--- src/rtl/core/ldns_pkg.sv ---
// ============================================================================
// ldns_pkg
// Shared types for the non-negative linear Diophantine solver.
// ============================================================================
package ldns_pkg;

    // sequencer states
    typedef enum logic [1:0] {
        ST_IDLE,
        ST_ISSUE,
        ST_WAIT,
        ST_FIN
    } state_t;

    // which operation the shared units are working on
    typedef enum logic [3:0] {
        PH_TRIV_DIV,
        PH_EU_DIV,
        PH_EU_MUL,
        PH_D_DIV,
        PH_BP_DIV,
        PH_SM_DIV,
        PH_NPM_DIV,
        PH_XN_MUL,
        PH_X_DIV,
        PH_AX_MUL,
        PH_Y_DIV
    } phase_t;

    // divider request
    typedef struct packed {
        logic start;
        logic wide;
    } div_req_t;

endpackage

--- src/rtl/core/linear_diophantine_nonneg_solver_core.sv ---
// ============================================================================
// linear_diophantine_nonneg_solver_core
// Solves a*x + b*y = n for the smallest x >= 0 with y >= 0, using an
// extended Euclidean loop on one shared divider and one shared multiplier.
// ============================================================================
//
//  channel  signals                         direction  transfer when
//  -------  ------------------------------  ---------  ----------------------
//  in       coef_a, coef_b, target          into core  in_valid & in_ready
//  out      solvable, x_count, y_count      out of core out_valid & out_ready
//
//  Time per item grows with k, the number of Euclid quotient steps (at most
//  about 35 for 24-bit words). The bit-serial divider sets it: each Euclid
//  step and each other quotient runs through it, the final modular reduction
//  with a double-width dividend. A zero b takes one division only; both
//  coefficients zero bypass the units.
//  Reset: rst_n clears the sequencer and the output valid; no clearing pass.
//  in_ready is high only in IDLE. A finished result sits in the output
//  register; the core takes the next item while it waits, and holds a newly
//  finished result in FIN until the output register is free.
//
module linear_diophantine_nonneg_solver_core
    import ldns_pkg::*;
#(
    parameter int WORD_BITS = 24
)
(
    input  logic                  clk,
    input  logic                  rst_n,
    input  logic                  in_valid,
    output logic                  in_ready,
    input  logic [WORD_BITS-1:0]  coef_a,
    input  logic [WORD_BITS-1:0]  coef_b,
    input  logic [WORD_BITS-1:0]  target,
    output logic                  out_valid,
    input  logic                  out_ready,
    output logic                  solvable,
    output logic [WORD_BITS-1:0]  x_count,
    output logic [WORD_BITS-1:0]  y_count
);

    localparam int W  = WORD_BITS;
    localparam int IW = $clog2(4 * W + 1);
    localparam logic [IW-1:0] ITER_MAX = IW'(4 * W);

    // ------------------------------------------------------------------
    // sequencer and working registers
    // ------------------------------------------------------------------
    state_t state_reg, state_next;
    phase_t phase_reg, phase_next;

    logic [W-1:0]        a_reg, b_reg, n_reg;
    logic [W-1:0]        r0_reg, r1_reg;      // Euclid remainders; r0 ends as gcd
    logic signed [W:0]   s0_reg, s1_reg;      // Bezout coefficients of a
    logic [W-1:0]        q_reg;
    logic [W-1:0]        np_reg;              // n / d
    logic [W-1:0]        bp_reg;              // b / d
    logic [W-1:0]        xm_reg;              // s0 mod bp
    logic [W-1:0]        npm_reg;             // np mod bp
    logic [W-1:0]        x_reg;
    logic [IW-1:0]       iter_reg;

    logic                res_ok_reg;
    logic [W-1:0]        res_x_reg, res_y_reg;

    logic                out_valid_reg;
    logic                solvable_reg;
    logic [W-1:0]        x_count_reg, y_count_reg;

    // ------------------------------------------------------------------
    // shared units
    // ------------------------------------------------------------------
    div_req_t            div_req;
    logic [2*W-1:0]      div_dvd;
    logic [W-1:0]        div_dsr;
    logic                div_done;
    logic [2*W-1:0]      div_quot;
    logic [W-1:0]        div_rem;

    logic                mul_start;
    logic signed [W:0]   mul_a, mul_b;
    logic                mul_done;
    logic signed [2*W+1:0] mul_prod;

    ldns_div #(.W(W)) u_div (
        .clk      (clk),
        .rst_n    (rst_n),
        .req      (div_req),
        .dividend (div_dvd),
        .divisor  (div_dsr),
        .done     (div_done),
        .quot     (div_quot),
        .rem      (div_rem)
    );

    ldns_mul #(.W(W)) u_mul (
        .clk   (clk),
        .rst_n (rst_n),
        .start (mul_start),
        .op_a  (mul_a),
        .op_b  (mul_b),
        .done  (mul_done),
        .prod  (mul_prod)
    );

    // ------------------------------------------------------------------
    // derived values
    // ------------------------------------------------------------------
    logic                in_xfer;
    logic                out_free;
    logic                unit_done;
    logic [IW-1:0]       iter_inc;
    logic [W-1:0]        s0_abs;
    logic [W:0]          s0_neg;
    logic                ax_over;
    logic [W-1:0]        ny_diff;

    always_comb
    begin
        in_xfer   = in_valid && in_ready;
        out_free  = !out_valid_reg || out_ready;
        unit_done = div_done || mul_done;
        iter_inc  = iter_reg + 1'b1;
        s0_neg    = -s0_reg;
        s0_abs    = s0_reg[W] ? s0_neg[W-1:0] : s0_reg[W-1:0];
        // a*x against n, and n - a*x once it is known to fit
        ax_over   = mul_prod[2*W-1:0] > {{W{1'b0}}, n_reg};
        ny_diff   = n_reg - mul_prod[W-1:0];
    end

    // ------------------------------------------------------------------
    // next state
    // ------------------------------------------------------------------
    always_comb
    begin
        state_next = state_reg;
        phase_next = phase_reg;
        unique case (state_reg)
            ST_IDLE:
            begin
                if (in_xfer)
                begin
                    if (coef_a == '0 && coef_b == '0)
                        state_next = ST_FIN;
                    else
                    begin
                        state_next = ST_ISSUE;
                        phase_next = (coef_b == '0) ? PH_TRIV_DIV : PH_EU_DIV;
                    end
                end
            end
            ST_ISSUE:
                state_next = ST_WAIT;
            ST_WAIT:
            begin
                if (unit_done)
                begin
                    state_next = ST_ISSUE;
                    unique case (phase_reg)
                        PH_TRIV_DIV: state_next = ST_FIN;
                        PH_EU_DIV:   phase_next = PH_EU_MUL;
                        PH_EU_MUL:
                            phase_next = (iter_inc < ITER_MAX && r1_reg != '0)
                                         ? PH_EU_DIV : PH_D_DIV;
                        PH_D_DIV:
                        begin
                            if (div_rem != '0)
                                state_next = ST_FIN;
                            else
                                phase_next = PH_BP_DIV;
                        end
                        PH_BP_DIV:   phase_next = PH_SM_DIV;
                        PH_SM_DIV:   phase_next = PH_NPM_DIV;
                        PH_NPM_DIV:  phase_next = PH_XN_MUL;
                        PH_XN_MUL:   phase_next = PH_X_DIV;
                        PH_X_DIV:    phase_next = PH_AX_MUL;
                        PH_AX_MUL:
                        begin
                            if (ax_over)
                                state_next = ST_FIN;
                            else
                                phase_next = PH_Y_DIV;
                        end
                        PH_Y_DIV:    state_next = ST_FIN;
                        default:     state_next = ST_FIN;
                    endcase
                end
            end
            ST_FIN:
            begin
                if (out_free)
                    state_next = ST_IDLE;
            end
            default:
                state_next = ST_IDLE;
        endcase
    end

    // ------------------------------------------------------------------
    // unit requests and handshake outputs
    // ------------------------------------------------------------------
    always_comb
    begin
        in_ready      = (state_reg == ST_IDLE);
        div_req.start = 1'b0;
        div_req.wide  = 1'b0;
        div_dvd       = '0;
        div_dsr       = '0;
        mul_start     = 1'b0;
        mul_a         = '0;
        mul_b         = '0;
        if (state_reg == ST_ISSUE)
        begin
            unique case (phase_reg)
                PH_TRIV_DIV:
                begin
                    div_req.start = 1'b1;
                    div_dvd       = {{W{1'b0}}, n_reg};
                    div_dsr       = a_reg;
                end
                PH_EU_DIV:
                begin
                    div_req.start = 1'b1;
                    div_dvd       = {{W{1'b0}}, r0_reg};
                    div_dsr       = r1_reg;
                end
                PH_EU_MUL:
                begin
                    mul_start = 1'b1;
                    mul_a     = {1'b0, q_reg};
                    mul_b     = s1_reg;
                end
                PH_D_DIV:
                begin
                    div_req.start = 1'b1;
                    div_dvd       = {{W{1'b0}}, n_reg};
                    div_dsr       = r0_reg;
                end
                PH_BP_DIV:
                begin
                    div_req.start = 1'b1;
                    div_dvd       = {{W{1'b0}}, b_reg};
                    div_dsr       = r0_reg;
                end
                PH_SM_DIV:
                begin
                    div_req.start = 1'b1;
                    div_dvd       = {{W{1'b0}}, s0_abs};
                    div_dsr       = bp_reg;
                end
                PH_NPM_DIV:
                begin
                    div_req.start = 1'b1;
                    div_dvd       = {{W{1'b0}}, np_reg};
                    div_dsr       = bp_reg;
                end
                PH_XN_MUL:
                begin
                    mul_start = 1'b1;
                    mul_a     = {1'b0, xm_reg};
                    mul_b     = {1'b0, npm_reg};
                end
                PH_X_DIV:
                begin
                    div_req.start = 1'b1;
                    div_req.wide  = 1'b1;
                    div_dvd       = mul_prod[2*W-1:0];
                    div_dsr       = bp_reg;
                end
                PH_AX_MUL:
                begin
                    mul_start = 1'b1;
                    mul_a     = {1'b0, a_reg};
                    mul_b     = {1'b0, x_reg};
                end
                PH_Y_DIV:
                begin
                    div_req.start = 1'b1;
                    div_dvd       = {{W{1'b0}}, ny_diff};
                    div_dsr       = b_reg;
                end
                default:
                begin
                    div_req.start = 1'b0;
                end
            endcase
        end
    end

    // ------------------------------------------------------------------
    // control registers
    // ------------------------------------------------------------------
    always_ff @(posedge clk or negedge rst_n)
    begin
        if (!rst_n)
        begin
            state_reg     <= ST_IDLE;
            phase_reg     <= PH_EU_DIV;
            iter_reg      <= '0;
            out_valid_reg <= 1'b0;
        end
        else
        begin
            state_reg <= state_next;
            phase_reg <= phase_next;
            if (in_xfer)
                iter_reg <= '0;
            else if (state_reg == ST_WAIT && unit_done && phase_reg == PH_EU_MUL)
                iter_reg <= iter_inc;
            // drop valid on transfer, raise it when a finished result loads
            if (state_reg == ST_FIN && out_free)
                out_valid_reg <= 1'b1;
            else if (out_ready)
                out_valid_reg <= 1'b0;
        end
    end

    // ------------------------------------------------------------------
    // datapath registers
    // ------------------------------------------------------------------
    always_ff @(posedge clk)
    begin
        if (in_xfer)
        begin
            a_reg      <= coef_a;
            b_reg      <= coef_b;
            n_reg      <= target;
            r0_reg     <= coef_a;
            r1_reg     <= coef_b;
            s0_reg     <= (W+1)'(1);
            s1_reg     <= '0;
            // only the all-zero case finishes without the units
            res_ok_reg <= (target == '0);
            res_x_reg  <= '0;
            res_y_reg  <= '0;
        end
        else if (state_reg == ST_WAIT && unit_done)
        begin
            case (phase_reg)
                PH_TRIV_DIV:
                begin
                    res_ok_reg <= (div_rem == '0);
                    res_x_reg  <= (div_rem == '0) ? div_quot[W-1:0] : '0;
                    res_y_reg  <= '0;
                end
                PH_EU_DIV:
                begin
                    q_reg  <= div_quot[W-1:0];
                    r0_reg <= r1_reg;
                    r1_reg <= div_rem;
                end
                PH_EU_MUL:
                begin
                    s0_reg <= s1_reg;
                    s1_reg <= s0_reg - mul_prod[W:0];
                end
                PH_D_DIV:
                begin
                    np_reg     <= div_quot[W-1:0];
                    res_ok_reg <= 1'b0;
                    res_x_reg  <= '0;
                    res_y_reg  <= '0;
                end
                PH_BP_DIV:
                    bp_reg <= div_quot[W-1:0];
                PH_SM_DIV:
                    // fold a negative coefficient into [0, bp)
                    xm_reg <= (s0_reg[W] && div_rem != '0) ? bp_reg - div_rem : div_rem;
                PH_NPM_DIV:
                    npm_reg <= div_rem;
                PH_X_DIV:
                    x_reg <= div_rem;
                PH_Y_DIV:
                begin
                    res_ok_reg <= 1'b1;
                    res_x_reg  <= x_reg;
                    res_y_reg  <= div_quot[W-1:0];
                end
                default:
                begin
                end
            endcase
        end
    end

    // ------------------------------------------------------------------
    // output register
    // ------------------------------------------------------------------
    always_ff @(posedge clk)
    begin
        if (state_reg == ST_FIN && out_free)
        begin
            solvable_reg <= res_ok_reg;
            x_count_reg  <= res_x_reg;
            y_count_reg  <= res_y_reg;
        end
    end

    assign out_valid = out_valid_reg;
    assign solvable  = solvable_reg;
    assign x_count   = x_count_reg;
    assign y_count   = y_count_reg;

endmodule

--- src/rtl/core/ldns_div.sv ---
// ============================================================================
// ldns_div
// Restoring divider, one quotient bit per cycle; W or 2W bit dividend.
// ============================================================================
module ldns_div
    import ldns_pkg::*;
#(
    parameter int W = 24
)
(
    input  logic            clk,
    input  logic            rst_n,
    input  div_req_t        req,
    input  logic [2*W-1:0]  dividend,
    input  logic [W-1:0]    divisor,
    output logic            done,
    output logic [2*W-1:0]  quot,
    output logic [W-1:0]    rem
);

    localparam int CW = $clog2(2 * W + 1);

    logic            busy_reg;
    logic            done_reg;
    logic [CW-1:0]   cnt_reg;
    logic [2*W-1:0]  dvd_reg;
    logic [W-1:0]    rem_reg;
    logic [W-1:0]    dsr_reg;

    logic [W:0]      shift;
    logic            ge;
    logic [W:0]      diff;

    always_comb
    begin
        shift = {rem_reg, dvd_reg[2*W-1]};
        ge    = (shift >= {1'b0, dsr_reg});
        diff  = shift - {1'b0, dsr_reg};
    end

    always_ff @(posedge clk or negedge rst_n)
    begin
        if (!rst_n)
        begin
            busy_reg <= 1'b0;
            done_reg <= 1'b0;
            cnt_reg  <= '0;
        end
        else
        begin
            done_reg <= 1'b0;
            if (req.start)
            begin
                busy_reg <= 1'b1;
                cnt_reg  <= req.wide ? CW'(2 * W) : CW'(W);
            end
            else if (busy_reg)
            begin
                cnt_reg <= cnt_reg - 1'b1;
                if (cnt_reg == CW'(1))
                begin
                    busy_reg <= 1'b0;
                    done_reg <= 1'b1;
                end
            end
        end
    end

    // short operands start in the upper half so the quotient lands in the lower
    always_ff @(posedge clk)
    begin
        if (req.start)
        begin
            dvd_reg <= req.wide ? dividend : {dividend[W-1:0], {W{1'b0}}};
            rem_reg <= '0;
            dsr_reg <= divisor;
        end
        else if (busy_reg)
        begin
            rem_reg <= ge ? diff[W-1:0] : shift[W-1:0];
            dvd_reg <= {dvd_reg[2*W-2:0], ge};
        end
    end

    assign done = done_reg;
    assign quot = dvd_reg;
    assign rem  = rem_reg;

endmodule

--- src/rtl/core/ldns_mul.sv ---
// ============================================================================
// ldns_mul
// Signed multiplier with a registered product and a done strobe.
// ============================================================================
module ldns_mul
    import ldns_pkg::*;
#(
    parameter int W = 24
)
(
    input  logic                   clk,
    input  logic                   rst_n,
    input  logic                   start,
    input  logic signed [W:0]      op_a,
    input  logic signed [W:0]      op_b,
    output logic                   done,
    output logic signed [2*W+1:0]  prod
);

    logic                   done_reg;
    logic signed [2*W+1:0]  prod_reg;

    always_ff @(posedge clk or negedge rst_n)
    begin
        if (!rst_n)
            done_reg <= 1'b0;
        else
            done_reg <= start;
    end

    // hold the product until the next start
    always_ff @(posedge clk)
    begin
        if (start)
            prod_reg <= op_a * op_b;
    end

    assign done = done_reg;
    assign prod = prod_reg;

endmodule

--- config.mk ---
export PLATFORM = sky130hd
export DESIGN_NAME = linear_diophantine_nonneg_solver_core
export DESIGN_NICKNAME = d
export VERILOG_FILES = /design/src/rtl/core/ldns_pkg.sv /design/src/rtl/core/linear_diophantine_nonneg_solver_core.sv /design/src/rtl/core/ldns_div.sv /design/src/rtl/core/ldns_mul.sv
export SDC_FILE = /design/constraint.sdc
export NUM_CORES = 2
export LEC_CHECK = 0
export ABC_AREA = 1
export BUFFER_PORTS_ARGS = -buffer_cell sky130_fd_sc_hd__buf_2
export CAP_MARGIN = 15
export CORE_ASPECT_RATIO = 1.75
export CORE_MARGIN = 1
export CORE_UTILIZATION = 55
export CTS_CLUSTER_SIZE = 20
export DETAILED_ROUTE_END_ITERATION = 10
export PLACE_DENSITY = 0.78
export SLEW_MARGIN = 0
export SYNTH_ARGS = -nofsm -noshare
export SYNTH_HDL_FRONTEND = slang
export SYNTH_SLANG_ARGS = --single-unit
--- constraint.sdc ---
create_clock -name clk -period 20 [get_ports clk]
set_clock_uncertainty 0.2 [all_clocks]
set_input_delay 0 -clock clk [delete_from_list [all_inputs] [get_ports clk]]
set_output_delay 0 -clock clk [all_outputs]
set_load 0.05 [all_outputs]
==> key figures, run 1 <==
Placement
  – Port Buffer Count: 126
  – HPWL Detailed: 190 mm
  – GP Congestion: 1.11

Floorplanning
  – FP Rows: 146
  – I/O Pins: 127
  – Initial core utilization: 55.7%
  – Die height: 403 µm
  – Die Span X: 231 µm

Synthesis
  – Synth unique cells: 56
  – Cell count after synthesis: 5977
  – Syn. warnings: 0
  – Register bit total from synthesis: 579
  – Post-synth top flop: edfxtp_1
  – Post-Syn Nets: 6880
  – Mapped Area: 50500 µm²
  – Synth Area per Inst: 8.46 µm²
  – Asr flop ratio synth: 3.97%
  – Sequential area share after synthesis: 31.8%
  – Post-synth EDFFs: 434

Clock network
  – Bufs on Longest Clock Path: 3
  – H-tree depth: 2
  – Clk sinks: 579
  – CTS Buf Count: 55
  – Post-CTS Setup Inserts: 0
  – Resized cells post-CTS: 0
  – Clock root cell: clkbuf_16

Global routing
  – Grt ovf: 10
  – Pin count of the biggest net entering global routing: 171
  – First-pass GRT wire length: 372 mm
  – GRT Total Usage: 56.9%
  – Vias in the first global route: 51.1k

Status
  – First Error: [ERROR GRT-0116] Global routing finished with congestion. Check the congestion regions in the DRC Viewer.
  – Status: aborted with a tool error
  – Last step reached: global routing
-- cell families after synthesis --
kind of cell | synth area share [%]
DFF | 31.8
xor gates and xnor gates | 1.59
AOI/OAI and AO/OA | 9.69
adders and majority gates | 28.0
buffers and inverters | 9.90
and+or+nand+nor | 19.1
-- synth_stat cells, types with 42 or more instances --
library cell / count / area (µm²)
buf_2: 87 / 435
o22ai_1: 47 / 294
xor2_1: 50 / 438
o21ai_0: 322 / 1610
edfxtp_1: 434 / 13000
nand4_1: 69 / 432
dfxtp_1: 122 / 2440
nor2_1: 570 / 2140
ha_1: 320 / 4000
clkbuf_1: 65 / 244
a31oi_1: 57 / 357
xnor2_1: 42 / 368
nand2_1: 1352 / 5070
a21oi_1: 244 / 1220
inv_1: 1077 / 4040
fa_1: 507 / 10100
nand3_1: 211 / 1060
-- stage by stage --
stage	utilization (%)	hold slack (ps)	cells	setup slack, ps	cell area, µm²
after floorplan	-	-496	5977	12820	50500
after global placement	57.7	-96.4	7177	10620	52400
after detailed placement	57.7	-101	7177	10650	52400
after CTS	61.6	0.973	7433	10620	55900
-- per-layer routing --
layer | GRT usage [%] | overflow
met1 | 56.1 | 0
met2 | 85.8 | 6
met3 | 22.9 | 0
met4 | 63.2 | 4
met5 | 0.742 | 0
-- repair_timing --
item	CTS
endpoints found under the hold margin	164
hold buffers	152
endpoints found under the setup margin	0
==> inputs of run 2 (changes only) <==
--- a/config.mk
+++ b/config.mk
@@ -8,12 +8,10 @@
 export ABC_AREA = 1
 export BUFFER_PORTS_ARGS = -buffer_cell sky130_fd_sc_hd__buf_2
 export CAP_MARGIN = 15
-export CORE_ASPECT_RATIO = 1.75
 export CORE_MARGIN = 1
-export CORE_UTILIZATION = 55
-export CTS_CLUSTER_SIZE = 20
+export CORE_UTILIZATION = 40
 export DETAILED_ROUTE_END_ITERATION = 10
-export PLACE_DENSITY = 0.78
+export PLACE_DENSITY_LB_ADDON = 0.15
 export SLEW_MARGIN = 0
 export SYNTH_ARGS = -nofsm -noshare
 export SYNTH_HDL_FRONTEND = slang
==> key figures, run 2 <==
Clock network
  – Clock root cell: clkbuf_16
  – Resized cells post-CTS: 0 (unchanged)
  – Clock transition at path regs: 70 ps
  – H-tree depth: 3 (+1)
  – Post-CTS Setup Inserts: 0 (unchanged)
  – CTS Hold Bufs: 142 (-6.6%)
  – Clk Latency, worst-skew pair: 680 ps
  – CTS Buf Count: 71 (+29%)
  – Bufs on Longest Clock Path: 3 (unchanged)
  – Clk sinks: 579 (unchanged)
  – CTS tree: done

Worst setup path
  – CP startpoint: phase_reg[0]
  – Crit path DAT: 10250 ps
  – Critical path class: reg -> reg
  – Crit-path max FO: 49
  – RR Startpoint: phase_reg[0]
  – Slowest stage delay, CP: 770 ps
  – Crit-path most repeated cell: inv_1
  – CP required: 20230 ps
  – CP Launch Type: flip-flop
  – CP max stage cell: nand2_1
  – Worst setup EP type: flip-flop

STA
  – Slew Limit Headroom: 24.4%
  – Max Fclk: 0.0998 GHz
  – Final Hold Fails: 0
  – Final setup vio count: 0
  – Final worst path period share: 50.1%
  – Fin crit period: 10020 ps
  – Unrepaired setup endpoints after global routing: false
  – Slew of the pin with the lowest slew margin: 1130 ps
  – Slew Viols, Final: 0
  – Setup TNS: 0 ps

Routing
  – Initial DRC count: 4909
  – Remaining DRCs: 0
  – Sum of routed wire length over all layers: 227 mm
  – Vias: 44.3k
  – Via density per instance: 5.60
  – Drt wl/cell: 28.7 µm
  – First-pass DRT Iterations: 6
  – Routed Antenna Nets: 0

Placement
  – Total placed cells including tap cells: 7635 (+6.4%)
  – GP Congestion: 1.06 (-4.6%)
  – Placed cell area: 53000 µm² (+1.0%)
  – HPWL Detailed: 181 mm (-4.6%)
  – Port Buffer Count: 126 (unchanged)

Final layout
  – Layout area overhead: 12.5%
  – Register Area: 16100 µm²
  – Most common cell after layout, fill and taps aside: nand2_1
  – Area occupied by multi-input gates: 29600 µm²
  – Share of cells above drive strength 1: 6.79%
  – Commonest cells after routing, fill and taps aside: 1352 x nand2_1, 1076 x inv_1, 560 x nor2_1, 507 x fa_1, 434 x edfxtp_1
  – Final instance area: 56900 µm²
  – Fillers: 12.6k
  – Fin util: 45.3%
  – Final std cells w/o fill: 7918
  – # nets final: 7104

Synthesis
  – Top-count cell post-synth: nand2_1
  – Register bit total from synthesis: 579 (unchanged)
  – Largest family of logic cells by synthesized area: adder cells
  – Post-Synth Adder-Cell Area: 28.0% (unchanged)
  – Mapped Area: 50500 µm² (unchanged)
  – Compound-cell area share of the yosys netlist: 9.69% (unchanged)
  – Post-Synth Simple-Gate Area: 19.1% (unchanged)
  – Post-Syn Nets: 6880 (unchanged)
  – Ranking of synthesized cells by area: edfxtp_1 26%, fa_1 20%, nand2_1 10%
  – Post-synth top area share: 25.8% (unchanged)
  – Post-synthesis mux area share: 0% (unchanged)
  – Post-synth top flop: edfxtp_1
  – Asr flop ratio synth: 3.97% (unchanged)
  – Sequential area share after synthesis: 31.8% (unchanged)
  – Synth Area per Inst: 8.46 µm² (unchanged)
  – Post-synth top area cell: edfxtp_1
  – Post-synthesis xor/xnor area fraction: 1.59% (unchanged)
  – Synth unique cells: 56 (unchanged)
  – Cell count after synthesis: 5977 (unchanged)
  – Syn. warnings: 0 (unchanged)
  – Top cells by count, synth: 1352 x nand2_1, 1077 x inv_1, 570 x nor2_1
  – Post-synth EDFFs: 434 (unchanged)

Global routing
  – First-pass GRT wire length: 320 mm
  – Initial antenna violation count: 13
  – Pin count of the biggest net entering global routing: 173
  – GRT Total Usage: 35.5%
  – Vias in the first global route: 43.5k
  – Grt ovf: 0

Worst hold path
  – Hold crit path type: in -> reg
  – HP Start: coef_a[4]

Floorplanning
  – Die height: 357 µm (-11%)
  – Core Region: 125000 µm²
  – FP Rows: 130 (-11%)
  – Die area: 128000 µm²
  – Initial core utilization: 40.3% (-15 points)
  – I/O Pins: 127 (unchanged)
  – Die Span X: 357 µm (+55%)

Power and ir drop
  – VDD IR-drop max: 0.131 mV
  – Pwr dens: 92.3 nW/µm²
  – Leak: 25.5 nW

Status
  – Status: completed

Run
  – MaxCap Viol Count: 0
==> run 2: cell counts after synthesis <==
Identical to the previous run, type by type.
==> run 2: worst max-delay path, delay by kind of cell, from the launching register on <==
kind                     cells  cell delay, ps
AND/OR/NAND/NOR              6            1710
XOR/XNOR                     1             280
flip-flops                   1             580
buffers and inverters        9            1560
adder cells (fa/ha/maj)      8            4030
AO/OA/AOI/OAI                5            1320
==> run 2: worst paths after layout <==
kind,slack (ps),to,depth (start not counted)
max in group asynchronous,19160,u_div.cnt_reg[3],4
setup / recovery,9980,u_mul.prod[28],29
min in group asynchronous,260,phase_reg[0],3
hold / removal,20,r0_reg[4],4
setup reg to reg,9980,u_mul.prod[28],29
hold reg to reg,230,solvable,0
==> run 2: metal layers <==
metal	global-route usage, %	wire length [µm]
met4	20.7	15100
met1	47.0	92000
met2	54.8	101000
met5	0	51
met3	5.92	19300
==> run 2: power breakdown <==
part / switching (W) / internal, W
combinational: 0.00139 / 0.000515
clock: 0.000589 / 0.000780
sequential: 0.000359 / 0.00162
total: 0.00234 / 0.00291
==> run 2: layout make-up <==
type | count | area share, %
Multi-Input combinational cell | 4108 | 52.0
Sequential cell | 579 | 28.2
Inverter | 1114 | 7.36
Timing Repair Buffer | 327 | 4.43
Tap cell | 1650 | 3.63
Clock buffer | 91 | 3.40
Clock inverter | 41 | 0.878
Antenna cell | 8 | 0.0352
==> run 2: logic make-up (layout without fill, tap and decap cells) <==
family	count (synthesis)	in the layout
compound gates	854	854
xor+xnor	92	92
fa+ha+maj	827	827
buf+inv	1290	1573
flops	579	579
other cells	0	8
simple gates	2335	2335
==> run 2: per-stage QoR <==
| stage | setup slack [ps] | hold slack [ps] | power (W) |
|---|---|---|---|
| 6_report | 9980 | 24.4 | 0.00525 |
| 5_1_grt | 9640 | 25.7 | 0.00544 |
| 4_1_cts | 10060 | 1.36 | 0.00521 |
| 3_5_place_dp | 10060 | -155 | 0.00382 |
| 3_3_place_gp | 9910 | -150 | 0.00382 |
| 2_1_floorplan | 12820 | -496 | 0.00293 |
Note: power is estimated with default switching activity, not from simulation.
